`config.mk`:
```
export PLATFORM = sky130hd
export DESIGN_NAME = twr_front
export DESIGN_NICKNAME = d
export VERILOG_FILES = /design/src/sv/twr_pkg.sv /design/src/sv/twr_front.sv
export SDC_FILE = /design/constraint.sdc
export NUM_CORES = 1
export LEC_CHECK = 0
export BUFFER_PORTS_ARGS = -buffer_cell sky130_fd_sc_hd__buf_2
export CORE_ASPECT_RATIO = 1.5
export CORE_MARGIN = 10
export CORE_UTILIZATION = 49
export DETAILED_ROUTE_END_ITERATION = 7
export PLACE_DENSITY = 0.83
export SLEW_MARGIN = 15
export SYNTH_ARGS = -nofsm -noshare
export SYNTH_HDL_FRONTEND = slang
export SYNTH_SLANG_ARGS = --single-unit
```
`constraint.sdc`:
```
create_clock -name i_clk -period 10.1 [get_ports i_clk]
set_input_delay 2.02 -clock i_clk [delete_from_list [all_inputs] [get_ports i_clk]]
set_output_delay 2.02 -clock i_clk [all_outputs]
set_load 0.02 [all_outputs]
```
`src/sv/twr_pkg.sv`:
```
package twr_pkg;

    // field and datapath widths
    localparam int STAMP_W = 40;
    localparam int PEER_W  = 3;
    localparam int KIND_W  = 3;
    localparam int DIFF_W  = 32;
    localparam int DEN_W   = 34;
    localparam int PROD_W  = 64;
    localparam int AD_W    = 20;
    localparam int MM_W    = 24;
    localparam int SCL_W   = 56;
    localparam int DVD_W   = 88;
    localparam int DIVS_W  = 50;
    localparam int Q_W     = 33;
    localparam int DIST_W  = 32;
    localparam int CNT_W   = $clog2(DVD_W);

    // event kinds
    typedef enum logic [KIND_W-1:0] {
        KIND_POLL_TX = 3'd0,
        KIND_ANS_TX  = 3'd1,
        KIND_FIN_TX  = 3'd2,
        KIND_POLL_RX = 3'd3,
        KIND_ANS_RX  = 3'd4,
        KIND_FIN_RX  = 3'd5,
        KIND_REPORT  = 3'd6
    } t_kind;

    // configuration register indexes
    localparam int CFG_IDX_W = 1;
    localparam int CFG_DATA_W = 24;
    localparam logic [CFG_IDX_W-1:0] CFG_ANTENNA_DELAY = 1'b0;
    localparam logic [CFG_IDX_W-1:0] CFG_MM_PER_TICK   = 1'b1;
    localparam logic [MM_W-1:0] MM_PER_TICK_RESET = 24'd307479;

    // result codes
    localparam logic RES_DISTANCE   = 1'b0;
    localparam logic RES_REPORT     = 1'b1;
    localparam logic STATUS_OK      = 1'b0;
    localparam logic STATUS_ZERO_DEN = 1'b1;

    // timestamp store indexes
    localparam int ST_POLL_TX = 0;
    localparam int ST_ANS_TX  = 1;
    localparam int ST_FIN_TX  = 2;
    localparam int ST_POLL_RX = 3;
    localparam int ST_ANS_RX  = 4;
    localparam int ST_FIN_RX  = 5;
    localparam int ST_COUNT   = 6;

    // queue between front and back
    localparam int Q_DEPTH = 2;
    localparam int Q_PTR_W = 1;
    localparam int Q_CNT_W = 2;

    typedef struct packed {
        t_kind                kind;
        logic [PEER_W-1:0]    peer;
        logic [STAMP_W-1:0]   stamp;
        logic [STAMP_W-1:0]   rpr;
        logic [STAMP_W-1:0]   rat;
        logic [STAMP_W-1:0]   rfr;
    } t_item;

    typedef struct packed {
        logic  valid;
        t_item item;
    } t_qhead;

    typedef struct packed {
        logic                     rtype;
        logic [PEER_W-1:0]        peer;
        logic signed [DIST_W-1:0] dist_mm;
        logic                     status;
        logic [STAMP_W-1:0]       rpr;
        logic [STAMP_W-1:0]       rat;
        logic [STAMP_W-1:0]       rfr;
    } t_result;

endpackage

```
`src/sv/twr_front.sv`:
```
module twr_front #(
    parameter int PEER_COUNT = 8
) (
    input  logic                                i_clk,
    input  logic                                i_rst_n,
    input  logic                                i_valid,
    output logic                                o_ready,
    input  logic [twr_pkg::KIND_W-1:0]          i_kind,
    input  logic [twr_pkg::PEER_W-1:0]          i_peer,
    input  logic [twr_pkg::STAMP_W-1:0]         i_stamp,
    input  logic [twr_pkg::STAMP_W-1:0]         i_rpr,
    input  logic [twr_pkg::STAMP_W-1:0]         i_rat,
    input  logic [twr_pkg::STAMP_W-1:0]         i_rfr,
    input  logic [twr_pkg::AD_W-1:0]            i_antenna_delay,
    output twr_pkg::t_qhead                     o_head,
    input  logic                                i_pop
);

    logic [twr_pkg::STAMP_W-1:0] w_half;
    logic                        w_kind_ok;
    logic                        w_peer_ok;
    logic                        w_push;
    twr_pkg::t_item              w_item;

    twr_pkg::t_item              r_q [twr_pkg::Q_DEPTH];
    logic [twr_pkg::Q_PTR_W-1:0] r_wp;
    logic [twr_pkg::Q_PTR_W-1:0] r_rp;
    logic [twr_pkg::Q_CNT_W-1:0] r_cnt;

    // classify the beat and apply half the antenna delay
    always_comb begin
        w_half    = twr_pkg::STAMP_W'(i_antenna_delay >> 1);
        w_kind_ok = (i_kind <= twr_pkg::KIND_W'(twr_pkg::KIND_REPORT));
        w_peer_ok = ({6'b0, i_peer} < 9'(PEER_COUNT));
        w_item.kind = twr_pkg::t_kind'(i_kind);
        w_item.peer = i_peer;
        w_item.rpr  = i_rpr;
        w_item.rat  = i_rat;
        w_item.rfr  = i_rfr;
        case (i_kind) inside
            twr_pkg::KIND_POLL_TX, twr_pkg::KIND_ANS_TX, twr_pkg::KIND_FIN_TX: begin
                w_item.stamp = i_stamp + w_half;
            end
            twr_pkg::KIND_POLL_RX, twr_pkg::KIND_ANS_RX, twr_pkg::KIND_FIN_RX: begin
                w_item.stamp = i_stamp - w_half;
            end
            default: begin
                w_item.stamp = i_stamp;
            end
        endcase
    end

    assign o_ready = (r_cnt != twr_pkg::Q_CNT_W'(twr_pkg::Q_DEPTH));
    assign w_push  = i_valid && o_ready && w_kind_ok && w_peer_ok;

    // two-entry queue
    always_ff @(posedge i_clk) begin
        if (w_push) begin
            r_q[r_wp] <= w_item;
        end
    end

    always_ff @(posedge i_clk) begin
        if (!i_rst_n) begin
            r_wp  <= '0;
            r_rp  <= '0;
            r_cnt <= '0;
        end else begin
            if (w_push) begin
                r_wp <= r_wp + 1'b1;
            end
            if (i_pop) begin
                r_rp <= r_rp + 1'b1;
            end
            r_cnt <= r_cnt + twr_pkg::Q_CNT_W'(w_push) - twr_pkg::Q_CNT_W'(i_pop);
        end
    end

    assign o_head.valid = (r_cnt != '0);
    assign o_head.item  = r_q[r_rp];

endmodule

```
Word level (Yosys, flattened, before mapping)
Memory sizes are Yosys's and may differ from the RTL's. A register that Yosys moved wholly into a read port is not among the register bits. Cells that the tools add are included.

Mux-type cells: 6. Eq/ne operators: 6. Reductions and logical operators: 6. Add/subtract/negate cells: 6. Order comparisons: 1.

Operator list (count): $mux W40 (2); $add A40 B19 Y40 (1); $sub A40 B19 Y40 (1); $eq A3 B2 Y1 const B (2); $eq A3 B3 Y1 const B (2); $reduce_or A3 Y1 (2); $mux W1 (4); $eq A3 B1 Y1 const B (1); $le A3 B3 Y1 const B (1); $logic_not A3 Y1 (1); $add A1 B1 Y1 const B (2); $add A2 B1 Y2 (1); $logic_and A1 B1 Y1 (2); $ne A2 B2 Y1 const B (1); $reduce_bool A2 Y1 (1); $sub A2 B1 Y2 (1).

Flip-flop bits (word level): 4. Logic and storage cells: 29. Input port bits: 190. Memories: 1. Memory bits (writable): 332.

Memories: r_q (depth 2, width 166, rd ports 1, clocked after Yosys merged registers in 1, write ports 1, RTL line twr_front.sv:25) `twr_pkg::t_item r_q [twr_pkg::Q_DEPTH];`.

Logic depth before layout (Yosys ltp)
Gate-level depths: netlist of the first run.

Word-level depth: 5. Gate-level depth with buffers: 11. Mapped depth without buffers: 11.

Worst setup path before layout of the first run
OpenSTA, ideal clock, no wires.

Path kind: input -> register. Start point: in i_kind[1] (netlist bit). End point: mem r_q[0][0] (netlist bit) (enable). Arrival time: 9291 ps. Library setup time: 696 ps. Path buffers: 1. Path slack: 113 ps. Data required time: 9404 ps. Stages: 4. Cells stage by stage: buf_2 > nand3_1 > nand3_1 > nor2_1.

Longest elaborated chain between the ends: 4.

Ends and longest elaborated chain: start: declaration (RTL line twr_front.sv:8) `input logic [twr_pkg::KIND_W-1:0] i_kind,`; $le A3 B3 Y1 (RTL line twr_front.sv:33) `w_kind_ok = (i_kind <= twr_pkg::KIND_W'(twr_pkg::KIND_REPORT));`; $logic_and A1 B1 Y1 (RTL line twr_front.sv:54) `assign w_push = i_valid && o_ready && w_kind_ok && w_peer_ok;`; $mux W1 (RTL line twr_front.sv:58) `if (w_push) begin`; $mux W1 (not written as such) (RTL line twr_front.sv:59) `r_q[r_wp] <= w_item;`; end: declaration (RTL line twr_front.sv:25).

Every way passes these cells.

==> impl_metrics.env, run 1 <==
export IMPL_status="completed"
export IMPL_num_vias=10500
export IMPL_rsz0062_at_grt="false"
export IMPL_cts_sinks=337
export IMPL_finalHoldViolations=0
export IMPL_pin_count=358
export IMPL_synth_area_leaders="edfxtp_1 (64%), mux2_2 (12%), ha_1 (3.2%)"
export IMPL_via_per_inst=5.70
export IMPL_worstMarginPinSlew_ps=1110
export IMPL_core_sq_um=31100
export IMPL_dieWidth_um=165
export IMPL_dieArea_sq_um=39400
export IMPL_grt_pass1_wl_mm=61.3
export IMPL_yosys_register_bits=337
export IMPL_cts_resized=0
export IMPL_htree_num_levels=1
export IMPL_async_flop_share_pct=0
export IMPL_critPathArrivalTime_ps=2770
export IMPL_synth_seq_area_share_pct=64.8
export IMPL_final_core_utilization_pct=59.9
export IMPL_crit_path_end_kind="primary output"
export IMPL_synth_edf_count=332
export IMPL_ctsHoldBuffers=0
export IMPL_cp_start_kind="flop"
export IMPL_synth_cell_area_sq_um=15500
export IMPL_firstDrtPassIters=5
export IMPL_skew_ps=10.8
export IMPL_worst_endpoint_required_ps=8080
export IMPL_drc=0
export IMPL_yosysTopAreaCellShare_pct=64.1
export IMPL_clk_insertion_delay_late_ps=550
export IMPL_grt_pass1_vias=10700
export IMPL_clk_pin_slew_ps=60
export IMPL_synth_cell_types=79
export IMPL_die_h_um=238
export IMPL_avgSynthCellArea_sq_um=14.8
export IMPL_dp_cells=1774
export IMPL_period_needed_ps=4790
export IMPL_fin_crit_sh_pct=47.4
export IMPL_final_cells=1834
export IMPL_numCtsBuffers=31
export IMPL_power_ir_vdd_worst_mv=0.140
export IMPL_hp_class="reg2reg"
export IMPL_powerDensity_nw_per_um2=198
export IMPL_setup_violations=0
export IMPL_grt_max_degree=84
export IMPL_drt_iter0_markers=734
export IMPL_area_growth_syn_to_layout_pct=20.0
export IMPL_fmax_ghz=0.209
export IMPL_cts_tree="yes"
export IMPL_tns_ps=0
export IMPL_synth_cells=1050
export IMPL_ant_nets=0
export IMPL_critPathMaxFanout=72
export IMPL_leakage_nw=7.02
export IMPL_cts_root_buffer="clkbuf_16"
export IMPL_num_rows=79
export IMPL_cts_max_path_buffers=3
export IMPL_antenna_found_initial=7
export IMPL_ys_warn_count=0
export IMPL_maxSlewViolCount=0
export IMPL_final_nets=1634
export IMPL_initial_core_util_pct=49.9
export IMPL_wl_mm=41.5
export IMPL_gr_total_overflow=0
export IMPL_maxCapViolCount=0
export IMPL_wl_per_cell_um=22.6
export IMPL_synth_area_leader_cell="edfxtp_1"
export IMPL_path_class="reg2out"
export IMPL_slew_headroom_pct=26.2
export IMPL_dp_final_hpwl_mm=30.7
export IMPL_drive_above_1_share_pct=42.8
export IMPL_synth_fp_nets=1282
export IMPL_gr_usage_all_layers_pct=19.9
export IMPL_ys_flop_type="edfxtp_1"
export IMPL_gp_congestion=0.955
export IMPL_portBuffers=356
export IMPL_post_cts_setup_buffers=0
export IMPL_nFillCells=2362
worst paths after layout:
| path | slack (ps) | to | startpoint | depth (start not counted) |
|---|---|---|---|---|
| max reg2reg | 7150 | r_q[1][15]$_DFFE_PP_ | r_cnt[0]$_SDFF_PN0_ | 6 |
| min | 580 | flop | r_rp$_SDFFE_PN0P_ | 2 |
| max | 5310 | o_head[76] | flop | 3 |
| min reg2reg | 580 | flop | r_rp$_SDFFE_PN0P_ | 2 |
power by group:
group / internal, W / switching (W)
clock network: 0.000592 / 0.000486
registers: 0.00175 / 0.0000431
logic: 0.000290 / 0.000538
total: 0.00263 / 0.00107
logic make-up (layout without fill, tap and decap cells):
family                   Yosys count  after routing  synth area share [%]
multiplexers                     170            170                  12.3
AO/OA/AOI/OAI                    179            179                  8.40
AND/OR/NAND/NOR                  207            207                  7.11
XOR/XNOR                          27             27                  1.52
other                              0              5                     0
flip-flops                       337            337                  64.8
adder cells (fa/ha/maj)           42             42                  3.48
buffers and inverters             88            462                  2.45
final cells by class:
cell class                 instances  area [sq um]  share of cell area, %
sequential                       337         10100                   54.0
multi-input combinational        625          5110                   27.4
timing repair buffer             367          1860                   9.99
clock buffer                      37           798                   4.28
tap                              405           507                   2.72
inverter                          40           150                  0.805
clock inverter                    18           138                  0.738
antenna                            5          12.5                 0.0671
synthesized netlist by cell type, drive strengths merged, types with 11 or more instances:
| cell | n |
|---|---|
| a21oi | 47 |
| buf | 21 |
| clkbuf | 27 |
| edfxtp | 332 |
| ha | 40 |
| inv | 40 |
| mux2 | 166 |
| nand2 | 46 |
| nand3 | 18 |
| nor2 | 44 |
| nor2b | 11 |
| nor3 | 19 |
| nor4 | 18 |
| o21ai | 27 |
| xnor2 | 25 |
registers in the layout, indices dropped and copies added, names as in the netlist, named ones only:
name   cells
r_rp       1
r_cnt      2
r_q      332
r_wp       1
worst max-delay path, cell delays in order (launching register included):
cell and delay [ps]:
dfxtp_4 700, buf_4 820, mux2_2 450, buf_2 170
layout by cell type (no fill, tap or decap), types with 5 or more instances in the layout:
cell / synthesis / final
nand3_1: 18 / 18
xnor2_1: 25 / 25
and3_1: 8 / 8
or3_1: 7 / 7
a22oi_1: 7 / 7
nand2_1: 46 / 46
nor2b_1: 10 / 10
nor4_1: 14 / 14
and2_1: 8 / 8
a21oi_1: 45 / 45
o31ai_1: 5 / 5
inv_1: 39 / 39
o21bai_1: 5 / 5
a22o_1: 6 / 6
edfxtp_1: 332 / 332
nand4_1: 7 / 7
clkinv_2: 0 / 6
or2_2: 5 / 5
nand2b_1: 5 / 5
nor2_1: 42 / 40
a221o_1: 8 / 8
clkbuf_16: 0 / 31
diode_2: 0 / 5
mux2_2: 166 / 166
a32oi_1: 10 / 10
o21ai_0: 23 / 23
buf_4: 4 / 11
ha_1: 40 / 40
nor3_1: 17 / 17
a31oi_1: 9 / 9
buf_2: 11 / 356
clkbuf_1: 27 / 6
a21o_1: 9 / 9
stage by stage:
step	instance area, sq um	power, W	worst slack (ps)	hold slack (ps)
after global placement	17700	0.00263	5020	553
after detailed placement	17700	0.00265	4950	570
after CTS	18600	0.00374	5250	585
final	18700	0.00370	5310	579
after floorplan	15500	0.00239	113	555
after global routing	18700	0.00386	5170	605
metal layers:
metal	GRT usage, %	wire, um
met1	21.6	14300
met2	36.3	21900
met3	4.22	3670
met4	8.08	1580
met5	0	24
No activity file was read; power rests on OpenSTA's default activity.
==> inputs of run 2 (changes only) <==
- PLACE_DENSITY: 0.83 -> 0.81
- clock period: 10.1 -> 4.5 ns (I/O delays scaled with it)
==> impl_metrics.env, run 2 (synthesized netlist as in run 1, its figures left out) <==
export IMPL_reg2reg_depth=5
export IMPL_hp_class="in2reg"
export IMPL_worstMarginPinSlew_ps=849
export IMPL_maxCapViolCount=0
export IMPL_final_nets=1634
export IMPL_dp_final_hpwl_mm=31.1
export IMPL_firstDrtPassIters=5
export IMPL_die_h_um=238
export IMPL_pin_count=358
export IMPL_wl_mm=42.4
export IMPL_hold_depth=1
export IMPL_clk_pin_slew_ps=60
export IMPL_rsz0062_at_grt="false"
export IMPL_cp_startpoint="i_stamp[0]"
export IMPL_cts_root_buffer="clkbuf_16"
export IMPL_status="completed"
export IMPL_grt_max_degree=111
export IMPL_placed_cell_area_sq_um=17800
export IMPL_power_ir_vdd_worst_mv=0.321
export IMPL_cts_sinks=337
export IMPL_cts_tree="yes"
export IMPL_gr_usage_all_layers_pct=20.3
export IMPL_top_regs="r_q x332, r_cnt x2"
export IMPL_crit_path_end_kind="flop"
export IMPL_largest_register_ffs=332
export IMPL_critPathArrivalTime_ps=3950
export IMPL_finalHoldViolations=0
export IMPL_clk_insertion_delay_late_ps=560
export IMPL_critPathMaxFanout=5
export IMPL_worst_endpoint_required_ps=4790
export IMPL_cp_start_kind="input pin"
export IMPL_grt_pass1_vias=10800
export IMPL_gr_total_overflow=0
export IMPL_slew_headroom_pct=41.9
export IMPL_cts_max_path_buffers=3
export IMPL_top_register="r_q"
export IMPL_fmax_ghz=0.274
export IMPL_initial_core_util_pct=49.9
export IMPL_via_per_inst=5.77
export IMPL_ctsHoldBuffers=0
export IMPL_drc=0
export IMPL_wl_per_cell_um=23.1
export IMPL_ant_nets=0
export IMPL_setup_violations=0
export IMPL_numCtsBuffers=30
export IMPL_leakage_nw=7.01
export IMPL_maxSlewViolCount=0
export IMPL_r2r_setup_slack_ps=2480
export IMPL_rr_startpoint="r_cnt[0]$_SDFF_PN0_"
export IMPL_grt_pass1_wl_mm=61.9
export IMPL_antenna_found_initial=10
export IMPL_drt_iter0_markers=818
export IMPL_num_vias=10600
export IMPL_nFillCells=2340
export IMPL_htree_num_levels=1
export IMPL_portBuffers=356
export IMPL_period_needed_ps=3650
export IMPL_gp_congestion=0.943
export IMPL_mostFrequentLayoutCell="buf_2"
export IMPL_skew_ps=9.89
export IMPL_dieWidth_um=165
export IMPL_cts_resized=0
export IMPL_drive_above_1_share_pct=42.5
export IMPL_core_sq_um=31100
export IMPL_final_cell_mix="buf_2 (356), edfxtp_1 (332), mux2_2 (166), nand2_1 (46), a21oi_1 (45)"
export IMPL_post_cts_setup_buffers=0
export IMPL_endpoint="r_q[0][144]$_DFFE_PP_"
export IMPL_r2r_end="r_q[0][16]$_DFFE_PP_"
export IMPL_area_growth_syn_to_layout_pct=20.1
export IMPL_num_rows=79
export IMPL_final_core_utilization_pct=60.0
export IMPL_path_class="in2reg"
export IMPL_powerDensity_nw_per_um2=443
export IMPL_dieArea_sq_um=39400
export IMPL_fin_crit_sh_pct=81.2
export IMPL_final_area_sq_um=18700
[run 2: area by class of cell]
cell class                 count  area [sq um]  share of cell area [%]
sequential                   337         10100                    54.0
multi-input combinational    625          5110                    27.4
timing repair buffer         368          1910                    10.2
clock buffer                  38           802                    4.30
tap                          405           507                    2.71
inverter                      40           150                   0.804
clock inverter                12          95.1                   0.509
antenna                        7          17.5                  0.0938
[run 2: stage by stage]
stage	TNS, ps	worst slack [ps]	cells	hold WS, ps	power (W)
floorplan	-520760	-1570	1050	555	0.00532
detailed placement	0	454	1775	573	0.00597
finish	0	845	1832	530	0.00827
CTS	0	1020	1825	495	0.00836
global route	0	887	1831	503	0.00862
global placement	0	506	1775	556	0.00591
[run 2: per-layer routing]
metal | vias to the layer above | wire length [um] | global-route usage, %
met2 | 530 | 22300 | 37.2
met5 | - | 25 | 0
li1 | 4794 | - | -
met4 | 4 | 1520 | 7.92
met1 | 5147 | 14700 | 21.8
met3 | 102 | 3860 | 4.48
[run 2: worst min path at each step]
stage                      start                    to  slack [ps]
2_1_floorplan  r_rp$_SDFFE_PN0P_                  flop         550
3_3_place_gp   r_rp$_SDFFE_PN0P_                  flop         560
3_5_place_dp   r_rp$_SDFFE_PN0P_                  flop         570
4_1_cts                 i_rat[6]  r_q[1][46]$_DFFE_PP_         500
5_1_grt                i_rat[27]  r_q[0][67]$_DFFE_PP_         500
6_report                i_rfr[0]   r_q[0][0]$_DFFE_PP_         530
[run 2: critical path, cell delays in order]
cell and delay (ps):
buf_2 120, inv_1 70, ha_1 190, inv_1 60
fa_1 410, a21o_1 190, a221o_2 420, o311ai_1 660
a31oi_1 340, nor4_2 260, a32oi_1 120, xnor2_1 190
[run 2: report_power, final]
part | internal (W) | switching (W) | leakage, nW
Combinational | 0.000662 | 0.00121 | 3.45
Clock | 0.00131 | 0.00105 | 0.435
Sequential | 0.00393 | 0.000102 | 3.12
